`config.mk`:
```
export PLATFORM = sky130hd
export DESIGN_NAME = pse_front
export DESIGN_NICKNAME = d
export VERILOG_FILES = /design/src/pse_pkg.sv /design/src/pse_front.sv
export SDC_FILE = /design/constraint.sdc
export NUM_CORES = 1
export LEC_CHECK = 0
export BUFFER_PORTS_ARGS = -buffer_cell sky130_fd_sc_hd__buf_2
export CAP_MARGIN = 15
export CORE_ASPECT_RATIO = 1.1
export CORE_MARGIN = 2
export CORE_UTILIZATION = 56
export DETAILED_ROUTE_END_ITERATION = 7
export GPL_TIMING_DRIVEN = 0
export PLACE_DENSITY = 0.84
export SKIP_LAST_GASP = 1
export SYNTH_ARGS = -nofsm -noshare
export SYNTH_HDL_FRONTEND = slang
export SYNTH_SLANG_ARGS = --single-unit
```
`constraint.sdc`:
```
create_clock -name clk -period 6.6 [get_ports clk]
set_clock_uncertainty 0.2 [all_clocks]
set_input_delay 0 -clock clk [delete_from_list [all_inputs] [get_ports clk]]
set_output_delay 0 -clock clk [all_outputs]
set_load 0.05 [all_outputs]
```
`src/pse_pkg.sv`:
```
// Shared types, codes and sizes for the postfix stack evaluator.
package pse_pkg;

  localparam int STACK_DEPTH = 128;
  localparam int DATA_W      = 32;
  localparam int OP_W        = 3;
  localparam int STATUS_W    = 3;
  localparam int COUNT_W     = 8;
  localparam int CNT_W       = $clog2(STACK_DEPTH + 1);
  localparam int IDX_W       = $clog2(STACK_DEPTH);
  localparam int STEP_W      = $clog2(DATA_W);

  localparam logic [OP_W-1:0] OP_PUSH   = 3'd0;
  localparam logic [OP_W-1:0] OP_ADD    = 3'd1;
  localparam logic [OP_W-1:0] OP_SUB    = 3'd2;
  localparam logic [OP_W-1:0] OP_MUL    = 3'd3;
  localparam logic [OP_W-1:0] OP_DIV    = 3'd4;
  localparam logic [OP_W-1:0] OP_FINISH = 3'd5;

  localparam logic [STATUS_W-1:0] STAT_OK       = 3'd0;
  localparam logic [STATUS_W-1:0] STAT_OVERFLOW = 3'd1;
  localparam logic [STATUS_W-1:0] STAT_UNDERFLOW = 3'd2;
  localparam logic [STATUS_W-1:0] STAT_BADOP    = 3'd3;
  localparam logic [STATUS_W-1:0] STAT_DIVZERO  = 3'd4;

  typedef enum logic [1:0] {
    TK_PUSH,
    TK_FINISH,
    TK_ARITH,
    TK_BAD
  } tok_class_t;

  typedef struct packed {
    tok_class_t        cls;
    logic [OP_W-1:0]   op;
    logic [DATA_W-1:0] operand;
  } token_t;

  typedef enum logic [1:0] {
    S_IDLE,
    S_EXEC,
    S_DIV,
    S_OUT
  } state_t;

  typedef struct packed {
    logic              start;
    logic [DATA_W-1:0] dividend;
    logic [DATA_W-1:0] divisor;
  } div_req_t;

  typedef struct packed {
    logic              done;
    logic [DATA_W-1:0] quotient;
  } div_rsp_t;

endpackage

```
`src/pse_front.sv`:
```
// Token classifier and two-entry queue toward the stack engine.
module pse_front (
  input  logic                          clk,
  input  logic                          rst_n,
  input  logic                          in_valid,
  output logic                          in_stall,
  input  logic [pse_pkg::OP_W-1:0]      in_op,
  input  logic [pse_pkg::DATA_W-1:0]    in_operand,
  output logic                          q_valid,
  output pse_pkg::token_t               q_tok,
  input  logic                          q_pop
);

  pse_pkg::token_t q_r [2];
  pse_pkg::token_t tok;
  logic            wr_ptr_r, wr_ptr_nxt;
  logic            rd_ptr_r, rd_ptr_nxt;
  logic [1:0]      fill_r, fill_nxt;
  logic            push;
  logic            pop;

  always_comb begin
    tok.op      = in_op;
    tok.operand = in_operand;
    unique case (in_op) inside
      pse_pkg::OP_PUSH:   tok.cls = pse_pkg::TK_PUSH;
      pse_pkg::OP_FINISH: tok.cls = pse_pkg::TK_FINISH;
      pse_pkg::OP_ADD, pse_pkg::OP_SUB,
      pse_pkg::OP_MUL, pse_pkg::OP_DIV: tok.cls = pse_pkg::TK_ARITH;
      default:            tok.cls = pse_pkg::TK_BAD;
    endcase
  end

  assign in_stall = (fill_r == 2'd2);
  assign q_valid  = (fill_r != 2'd0);
  assign q_tok    = q_r[rd_ptr_r];
  assign push     = in_valid && !in_stall;
  assign pop      = q_pop && q_valid;

  always_comb begin
    wr_ptr_nxt = push ? !wr_ptr_r : wr_ptr_r;
    rd_ptr_nxt = pop ? !rd_ptr_r : rd_ptr_r;
    fill_nxt   = fill_r + {1'b0, push} - {1'b0, pop};
  end

  always_ff @(posedge clk) begin
    if (!rst_n) begin
      wr_ptr_r <= 1'b0;
      rd_ptr_r <= 1'b0;
      fill_r   <= 2'd0;
    end else begin
      wr_ptr_r <= wr_ptr_nxt;
      rd_ptr_r <= rd_ptr_nxt;
      fill_r   <= fill_nxt;
    end
  end

  always_ff @(posedge clk) begin
    if (push) begin
      q_r[wr_ptr_r] <= tok;
    end
  end

endmodule

```
==> results.md <==
- Netlist Area Pre-Place: 3080 sq um
- Sw Pwr: 0.684 mW
- Fraction of power consumed by sequential logic: 37.3%
- Clk Tree Root Cell: clkbuf_8
- Clock sink count: 79
- Row count: 28
- PD cells: 432 nW/um^2
- Post-Synthesis Cells: 145
- Sw frac: 37.8%
- Clock Power Share: 20.9%
- Total number of vias: 1712
- Initial antenna violation count: 0
- Crit path cell chain: nand2b_1 > nand2_1 > ha_1 > inv_1 > ha_1 > xor2_1 > and2_1 > nor3_1
- Maximum clock rate: 0.523 GHz
- Commonest non-fill, non-tap cell in the layout: buf_2
- Reg clk slew, reported paths: 0.08 ns
- Pint: 1.13 mW
- Worst path arrival time: 1.97 ns
- Crit path kind: reg -> reg
- Most used cell, CP: ha_1
- Combinational power share: 41.8%
- Final routed DRC violation total: 0
- Routability-driven placement congestion ratio: 0.623
- Setup TNS: 0 ns
- Leak: 1.68 nW
- Clk Latency, worst-skew pair: 0.34 ns
- Fill cell count: 305
- Total power: 1.81 mW
- Maxcap violations: 0
- Post-CTS Setup Inserts: 0
- CP endpoint kind: flop
- Htree depth: 3
- CP startpoint kind: flop
- Largest net degree at the start of global routing: 38
- Unrepaired setup endpoints after global routing: false
- Core Box Area: 5360 sq um
- Most frequent cells in the layout: buf_2 (77), edfxtp_1 (74), dlygate4sd3_1 (38)
- Hold WC Path Type: in -> reg
- Final Max Slew Viols: 0
- FF/Latch Area: 2320 sq um
- Fin area: 4190 sq um
- Port Buffer Count: 77
- Vias in the first global route: 1725
- Die Ht: 81.8 um
- Tot GR Track Use: 18.4%
- Drt first-iter violations: 94
- Clk buf depth: 2
- Fin crit share: 29.0%
- Sum of routed wire length over all layers: 5370 um
- Number of synthesized register bits: 79
- Yosys warnings: 0
- Final ANT Viol Nets: 0
- Critical Path RT: 6.66 ns
- Die ar.: 6110 sq um
- Min Tclk post-route: 1.91 ns
- Final HPWL DP: 3220 um
- Slowest-stage cell, CP: dfxtp_1
- Max stage delay on crit path: 0.36 ns
- Worst VDD drop: 0.000291 V
- Final core occ: 78.2%
- Multi-input logic area: 686 sq um
- N_diodes: 0
- Via density: 4.86
- Number of buffers inserted during clock tree synthesis: 9
- Area added between synthesis and finish: 36.0%
- Rel. slew slack: 40.7%
- Mean Syn Cell Area: 21.3 sq um
- Post-Place Cell Area: 3600 sq um
- Die X-Extent: 74.7 um
- Post-DR wirelength/cell: 15.3 um
- # IOs: 78
- GRT overflow: 0
- Status: complete, no violations
- Layout cells sized above 1: 49.5%
- CP max FO: 4
- Final setup violation count: 0
- Initial Utilization: 57.5%
- Sequential area share after synthesis: 75.4%
- First-pass GRT wire length: 7850 um
- Fin. Hold Viols: 0
- Worst Tran Pin Value: 0.890 ns
- Post-Syn Nets: 186
- TritonRoute pass-1 iters: 4
- Net count, final: 313
- Yosys cell types: 19
- R2R setup slack: 4.69 ns
- CTS tree: done
stage by stage:
step | setup WS [ns] | std cells | hold WS (ns)
final | 4.69 | 352 | 0.176
after global routing | 4.55 | 352 | 0.169
after CTS | 4.68 | 352 | 0.162
after detailed placement | 4.69 | 298 | -0.00823
after global placement | 2.95 | 297 | -0.0121
after floorplan | 3.83 | 145 | -0.101
final cells by class:
class | count | area share [%]
Sequential cell | 79 | 55.4
Multi-Input combinational cell | 59 | 16.4
Clock inverter | 6 | 2.03
Tap cell | 75 | 2.24
Buffer | 4 | 1.70
Clock buffer | 10 | 3.05
Timing Repair Buffer | 116 | 18.9
Inverter | 3 | 0.269
registers in the layout, indices dropped and copies added, names as in the netlist, named ones only:
name      cells
fill_r        2
q_r          74
wr_ptr_r      1
rd_ptr_r      1
kinds of logic after synthesis:
family | synth area share [%]
AND/OR/NAND/NOR | 2.31
AO/OA/AOI/OAI | 0.487
XOR/XNOR | 0.853
adder cells (fa/ha/maj) | 0.812
multiplexers | 17.5
flip-flops | 75.4
buffers and inverters | 2.68
synthesized netlist by cell type, drive strengths merged:
cell	number	area share (%)
xor2	1	0.28
nand2	2	0.24
xnor2	2	0.57
dfxtp	5	3.2
inv	3	0.37
mux2	37	17
and3	1	0.20
nand2b	3	0.61
ha	2	0.81
and2	2	0.41
edfxtp	74	72
buf	4	2.3
nor3	1	0.16
mux2i	1	0.32
o21a	2	0.49
or2	1	0.20
nor2	4	0.49
worst max-delay path: cells and delay by family, from the launching register on:
| kind | cells | cell delay, ns |
|---|---|---|
| AND/OR/NAND/NOR | 4 | 0.60 |
| XOR/XNOR | 1 | 0.15 |
| buffers and inverters | 1 | 0.04 |
| adder cells (fa/ha/maj) | 2 | 0.49 |
| flip-flops | 1 | 0.36 |
power by group through the flow:
stage | clock network, mW | logic, mW | registers [mW]
finish | 0.378 | 0.756 | 0.675
global route | 0.405 | 0.794 | 0.683
CTS | 0.385 | 0.761 | 0.675
detailed placement | 0 | 0.743 | 0.685
global placement | 0 | 0.722 | 0.683
floorplan | 0 | 0.606 | 0.678
path summary, 6_finish.rpt:
check,cells after the start,from,endpoint
min reg2reg,2,wr_ptr_r,wr_ptr_r
max reg2reg,8,fill_r[0],fill_r[1]
min,2,in_operand[7],q_r[0][7]
max,8,fill_r[0],fill_r[1]
layer usage:
metal / track usage (%) / part of all wire [%] / vias up
met3: 6.26 / 4.1 / 9
met1: 20.5 / 40 / 842
met2: 32.1 / 54 / 50
li1: - / - / 811
met5: 0 / 0 / -
met4: 7.50 / 1.8 / 0
what timing repair did:
item,4_1_cts,5_1_grt
hold endpoints to repair,79,0
hold buffers,38,0
endpoints found under the setup margin,0,0
resized for setup,0,0
No activity file was read; power rests on OpenSTA's default activity.
