==> src/pse_pkg.sv <==
// Shared types, codes and sizes for the postfix stack evaluator.
package pse_pkg;

  localparam int STACK_DEPTH = 128;
  localparam int DATA_W      = 32;
  localparam int OP_W        = 3;
  localparam int STATUS_W    = 3;
  localparam int COUNT_W     = 8;
  localparam int CNT_W       = $clog2(STACK_DEPTH + 1);
  localparam int IDX_W       = $clog2(STACK_DEPTH);
  localparam int STEP_W      = $clog2(DATA_W);

  localparam logic [OP_W-1:0] OP_PUSH   = 3'd0;
  localparam logic [OP_W-1:0] OP_ADD    = 3'd1;
  localparam logic [OP_W-1:0] OP_SUB    = 3'd2;
  localparam logic [OP_W-1:0] OP_MUL    = 3'd3;
  localparam logic [OP_W-1:0] OP_DIV    = 3'd4;
  localparam logic [OP_W-1:0] OP_FINISH = 3'd5;

  localparam logic [STATUS_W-1:0] STAT_OK       = 3'd0;
  localparam logic [STATUS_W-1:0] STAT_OVERFLOW = 3'd1;
  localparam logic [STATUS_W-1:0] STAT_UNDERFLOW = 3'd2;
  localparam logic [STATUS_W-1:0] STAT_BADOP    = 3'd3;
  localparam logic [STATUS_W-1:0] STAT_DIVZERO  = 3'd4;

  typedef enum logic [1:0] {
    TK_PUSH,
    TK_FINISH,
    TK_ARITH,
    TK_BAD
  } tok_class_t;

  typedef struct packed {
    tok_class_t        cls;
    logic [OP_W-1:0]   op;
    logic [DATA_W-1:0] operand;
  } token_t;

  typedef enum logic [1:0] {
    S_IDLE,
    S_EXEC,
    S_DIV,
    S_OUT
  } state_t;

  typedef struct packed {
    logic              start;
    logic [DATA_W-1:0] dividend;
    logic [DATA_W-1:0] divisor;
  } div_req_t;

  typedef struct packed {
    logic              done;
    logic [DATA_W-1:0] quotient;
  } div_rsp_t;

endpackage

==> src/pse_div.sv <==
// Iterative signed divider, one quotient bit per cycle, truncating toward zero.
module pse_div (
  input  logic              clk,
  input  logic              rst_n,
  input  pse_pkg::div_req_t req,
  output pse_pkg::div_rsp_t rsp
);

  localparam int W = pse_pkg::DATA_W;

  logic                      busy_r;
  logic                      done_r;
  logic                      neg_r;
  logic [W-1:0]              quo_r;
  logic [W-1:0]              rem_r;
  logic [W-1:0]              divs_r;
  logic [W-1:0]              quot_r;
  logic [pse_pkg::STEP_W-1:0] step_r;
  logic [W:0]                shifted;
  logic [W:0]                diff;
  logic                      take;
  logic [W-1:0]              rem_step;
  logic [W-1:0]              quo_step;
  logic                      last;

  always_comb begin
    shifted  = {rem_r, quo_r[W-1]};
    diff     = shifted - {1'b0, divs_r};
    take     = !diff[W];
    rem_step = take ? diff[W-1:0] : shifted[W-1:0];
    quo_step = {quo_r[W-2:0], take};
    last     = busy_r && (step_r == '0);
  end

  always_ff @(posedge clk) begin
    if (!rst_n) begin
      busy_r <= 1'b0;
      done_r <= 1'b0;
    end else begin
      done_r <= last;
      if (req.start) begin
        busy_r <= 1'b1;
      end else if (last) begin
        busy_r <= 1'b0;
      end
    end
  end

  always_ff @(posedge clk) begin
    if (req.start) begin
      neg_r  <= req.dividend[W-1] ^ req.divisor[W-1];
      quo_r  <= req.dividend[W-1] ? -req.dividend : req.dividend;
      divs_r <= req.divisor[W-1] ? -req.divisor : req.divisor;
      rem_r  <= '0;
      step_r <= pse_pkg::STEP_W'(W - 1);
    end else if (busy_r) begin
      quo_r  <= quo_step;
      rem_r  <= rem_step;
      step_r <= step_r - 1'b1;
      // fix the sign as the last bit lands
      if (last) begin
        quot_r <= neg_r ? -quo_step : quo_step;
      end
    end
  end

  assign rsp.done     = done_r;
  assign rsp.quotient = quot_r;

endmodule

==> config.mk <==
export PLATFORM = sky130hd
export DESIGN_NAME = pse_div
export DESIGN_NICKNAME = d
export VERILOG_FILES = /design/src/pse_pkg.sv /design/src/pse_div.sv
export SDC_FILE = /design/constraint.sdc
export NUM_CORES = 1
export LEC_CHECK = 0
export ABC_AREA = 0
export ABC_CLOCK_PERIOD_IN_PS = 7400
export BUFFER_PORTS_ARGS = -buffer_cell sky130_fd_sc_hd__buf_4
export CAP_MARGIN = 25
export CORE_ASPECT_RATIO = 0.8
export CORE_MARGIN = 2
export CORE_UTILIZATION = 64
export CTS_BUF_LIST = sky130_fd_sc_hd__clkbuf_8 sky130_fd_sc_hd__clkbuf_16
export CTS_CLUSTER_DIAMETER = 100
export DETAILED_ROUTE_END_ITERATION = 10
export HOLD_SLACK_MARGIN = 0.02
export PLACE_DENSITY_LB_ADDON = 0.08
export SYNTH_ARGS = -nofsm -noshare
export SYNTH_HDL_FRONTEND = slang
export SYNTH_SLANG_ARGS = --single-unit
==> constraint.sdc <==
create_clock -name clk -period 7.4 [get_ports clk]
set_input_delay 1.48 -clock clk [delete_from_list [all_inputs] [get_ports clk]]
set_output_delay 1.48 -clock clk [all_outputs]
set_load 0.01 [all_outputs]
==> summary by stage <==
Routing
Dividing the detail-routed via count by the number of cells gives approximately 6.1. In the routed design, unresolved DRC markers number 0. The count of routing violations after the opening detailed-route iteration is 729. Dividing the detail-routed wire length by the instance count gives 17.2 um. The number of routed nets with antenna violations is 0. The final layout contains routed wiring with a total length of approximately 20000 um.

The number of detailed-routing iterations run before antenna repair is 5. The number of vias in the routed layout is 7117.

Critical path
The startpoint of the worst setup timing path is quo_r[31]. The capture point of the worst path is quot_r[30]. Along the worst path, the maximum fanout reaches 26. The maximum single-stage delay on the critical path is 0.51 ns. The required time of the worst setup path is between 7 and 8 ns.

The cell family contributing the most delay on the critical path is compound AO/OA/AOI/OAI gates. Data on the critical path arrives at its endpoint at roughly 5.4 ns. The startpoint type of the worst setup path is a register. The slack of the worst reg-to-reg path is between 2 and 2.5 ns. The critical path goes through inv_1, ha_1, fa_1, nor2b_1, o31a_1, a221o_1, a211o_1, a2111oi_0, nor3_2, inv_2, ha_1, nand2_1, or3_1, or2_2, nand2b_1, o41ai_1, xnor2_1. The endpoint type of the worst setup path is a register.

The number of buffers and inverters on the critical path is 2. The most frequent cell on the critical path is sky130_fd_sc_hd__ha_1. The cell with the biggest individual delay on the critical path is sky130_fd_sc_hd__or3_1. The critical path depth is 17. The setup path with the least slack is of type register to register. In this run the critical register-to-register path is launched from quo_r[31]. The depth of the worst register-to-register path is 17. In this run the critical register-to-register path is captured at quot_r[30].

Yosys
The simple-gate portion of the synthesized area is between 10 and 15%. After Yosys synthesis, full adders, half adders and majority gates account for roughly 5.5% of the synthesized area. By area the synthesized netlist is led by sky130_fd_sc_hd__edfxtp_1 (34%), sky130_fd_sc_hd__dfxtp_1 (9.1%), sky130_fd_sc_hd__xnor2_1 (7.4%).

Of all flip-flops after synthesis, the portion carrying an async set or reset was 0%. Summing the areas of all compound-gate instances in the mapped netlist gives between 10% and 20% of the synthesized area. The number of nets in the synthesized netlist is 1001. Yosys printed 0 warnings. The portion of synthesized area spent on multiplexers is between 2 and 3%.

The dominant combinational cell family by area after synthesis is compound AO/OA/AOI/OAI gates. Counting distinct cell types in the post-synthesis netlist gives 63. The mean cell area of the mapped netlist is 9.60 um^2. The xor/xnor cell area share of the yosys netlist is 11.9%. The number of enable-type register cells in the synthesized netlist is 97. The synthesized design contains between 100 and 150 register bits. In this run the cell area of the synthesized design comes to 8610 um^2. The number of instances in the synthesized netlist is about 900. Of all cell types, the one taking the most synthesized area is sky130_fd_sc_hd__edfxtp_1. The area share of the largest cell type after synthesis is approximately a third. The share of the Yosys chip area taken by registers is between 40% and 50%. The most frequently used flop master after synthesis is sky130_fd_sc_hd__edfxtp_1.

Layout
The number of antenna diodes is 0. For this run, the post-layout net count is approximately 1100. Of the cells placed in the final design, the portion with a size suffix greater than 1 is 16.2%. The sequential cell area in the final layout is between 3000 and 4000 um^2. The layout has between 800 and 900 filler cells. Leaving out fill and tap cells, the most frequent cells in the layout are sky130_fd_sc_hd__buf_4 (104), sky130_fd_sc_hd__edfxtp_1 (97), sky130_fd_sc_hd__nor2_1 (85), sky130_fd_sc_hd__xnor2_1 (73), sky130_fd_sc_hd__a21oi_1 (72). Compared with the post-synthesis result, the final layout area differs by 16.6%. In the final layout, the multi-input gates occupy approximately 4600 um^2. The most common library cell in the layout ignoring fill and taps is sky130_fd_sc_hd__buf_4.

Pwr
The clock network accounts for 36.4% of the total power. The worst IR drop on VDD is between 0.00015 and 0.0002 V. Summed over all cells, the static leakage comes to just under 4 nW. Of the total power, combinational logic draws 22.0%. The net load switching power is about 0.00066 W. The ratio of total power to cell area is between 200 and 250 nW/um^2. The sequential share of power is 41.6%. Net switching is between 20 and 30% of the power. The internal power is 0.00161 W.

Floorplan
For this design the top-level I/O count stands at 100. The floorplan step defined a die boundary enclosing roughly 14000 um^2. In this run the horizontal extent of the chip is between 100 and 150 um. The starting utilization of the core area is 66.2%. The floorplan has 37 rows. The core region is 13000 um^2.

The die height is ~110 um.

Timing
The worst relative slew slack is about 32%. Setup violations remaining at the end of the flow were counted as 0. Clock skew on the completed layout was measured at between 0.007 and 0.008 ns.

The final critical path takes up approximately 70% of the cycle. The final max-slew violation count was 0. For the finished layout, the period the worst path requires is between 5 and 6 ns. Setup repair after global routing left no endpoint under its margin. The actual slew at the worst max-slew pin is 1.02 ns. Timing would allow up to between 150 and 200 MHz. The final hold violation count came to 0. The total negative slack for setup checks is 0 ns.

On the final layout, the worst hold slack is ~0.5 ns.

CTS
The number of buffers inserted during clock tree synthesis is 17. At the later pin of the worst-skew pair, clock insertion delay measures 0.43 ns. The number of levels the H-tree was split into is 4. The deepest clock path buffer count is 2. TritonCTS built the clock tree. The count of hold-fix buffers inserted at cts is 0.

CTS saw ~140 sinks. The post-CTS repair timing setup buffer count is 0. The number of gates resized after CTS was 0. After clock tree synthesis, the clock-pin slew on the worst setup and hold paths is approximately 0.060 ns. The CTS root buffer is sky130_fd_sc_hd__clkbuf_16.

GRT
The initial antenna violation count was 0. The number of global-route vias before repair is 6710. The layer flagged by global routing as most heavily used is met2. The global-route wire length before repair is approximately 33000 um. After global routing the overflow that remains totals 0. The met2 routing resource usage after global routing is between 40% and 50%. Entering global routing, the biggest net connects 91 pins. The overall routing resource usage is 29.0%.

In the global route stage, met3 resource usage came out at 5.60%. In the global route stage, met1 resource usage came out at about two fifths.

Min path
The min-delay analysis places its worst path in the category register to register. The worst min-delay path startpoint is rem_r[6].

Placement
The number of port buffers is 99. The final weighted congestion in routability-driven placement is 0.979. The final HPWL from detailed placement is ~15000 um.

Run
The number of max-cap violations is 0.

Run status
The flow ran to the end, and the final reports show no timing, DRC or antenna violations.
-- state kept, by name, summed over array words and instances (netlist names) --
register / cells
divs_r: 32
neg_r: 1
quo_r: 32
done_r: 1
busy_r: 1
quot_r: 32
step_r: 5
rem_r: 32
-- power groups by stage --
stage	sequential, W	clock (W)	combinational [W]
after floorplan	0.000939	0	0.000365
after global placement	0.000956	0	0.000467
after detailed placement	0.000960	0	0.000488
after CTS	0.000945	0.000833	0.000493
after global routing	0.000953	0.000871	0.000552
final	0.000947	0.000827	0.000500
-- through the flow --
step                      instance area (um^2)  setup WS (ns)  std cells  utilization (%)  total power (W)
after floorplan                           8610           2.78        897                -          0.00130
after global placement                    9470           2.51       1139             72.8          0.00142
after detailed placement                  9470           2.28       1139             72.8          0.00145
after CTS                                10000           2.23       1171             77.2          0.00227
after global routing                     10000           1.80       1171             77.2          0.00238
final                                    10000           2.20       1171             77.2          0.00227
-- worst min-delay path, cell delays in order, from the launching register on --
cell and delay [ns]:
sky130_fd_sc_hd__dfxtp_1 0.32, sky130_fd_sc_hd__nor2_1 0.09, sky130_fd_sc_hd__a211oi_1 0.05
-- logic make-up (layout without fill, tap and decap cells) --
| group | Yosys count | in the layout |
|---|---|---|
| and+or+nand+nor | 254 | 254 |
| AOI/OAI and AO/OA | 245 | 245 |
| DFF | 136 | 136 |
| adders and majority gates | 37 | 37 |
| muxes | 22 | 22 |
| buffers and inverters | 86 | 185 |
| xor gates and xnor gates | 117 | 117 |
-- worst min-delay path by stage --
stage / endpoint / cells after the start
2_1_floorplan: rem_r[24] / 2
3_3_place_gp: rem_r[1] / 2
3_5_place_dp: rem_r[18] / 2
4_1_cts: rem_r[18] / 2
5_1_grt: rem_r[20] / 2
6_report: rem_r[6] / 2
-- Yosys cell counts (8+ instances only) --
master                      n
sky130_fd_sc_hd__nor2_1    85
sky130_fd_sc_hd__a21oi_1   72
sky130_fd_sc_hd__nor2b_1    8
sky130_fd_sc_hd__edfxtp_1  97
sky130_fd_sc_hd__nor3_1    10
sky130_fd_sc_hd__ha_1      36
sky130_fd_sc_hd__or3_1     14
sky130_fd_sc_hd__clkbuf_1  28
sky130_fd_sc_hd__or4_1      9
sky130_fd_sc_hd__xor2_1    44
sky130_fd_sc_hd__o21ai_0   53
sky130_fd_sc_hd__dfxtp_1   39
sky130_fd_sc_hd__o31ai_1   25
sky130_fd_sc_hd__inv_1     48
sky130_fd_sc_hd__nand2_1   59
sky130_fd_sc_hd__o41ai_1   15
sky130_fd_sc_hd__nand2b_1  11
sky130_fd_sc_hd__a211oi_1  30
sky130_fd_sc_hd__mux2i_1   19
sky130_fd_sc_hd__xnor2_1   73
sky130_fd_sc_hd__nand3_1   11
sky130_fd_sc_hd__a21o_1    11
-- routing by layer --
| layer | up-vias | share of wire (%) |
|---|---|---|
| li1 | 3455 | - |
| met1 | 3369 | 46 |
| met2 | 251 | 46 |
| met3 | 42 | 5.9 |
| met4 | 0 | 1.9 |
| met5 | - | 0 |
-- cell type report --
type | count | area share (%)
Inverter | 49 | 1.83
Tap cell | 175 | 2.18
Multi-Input combinational cell | 675 | 45.7
Sequential cell | 136 | 36.8
Timing Repair Buffer | 104 | 7.77
Clock buffer | 18 | 4.37
Clock inverter | 14 | 1.36
Power figures use the tool's default switching activity.
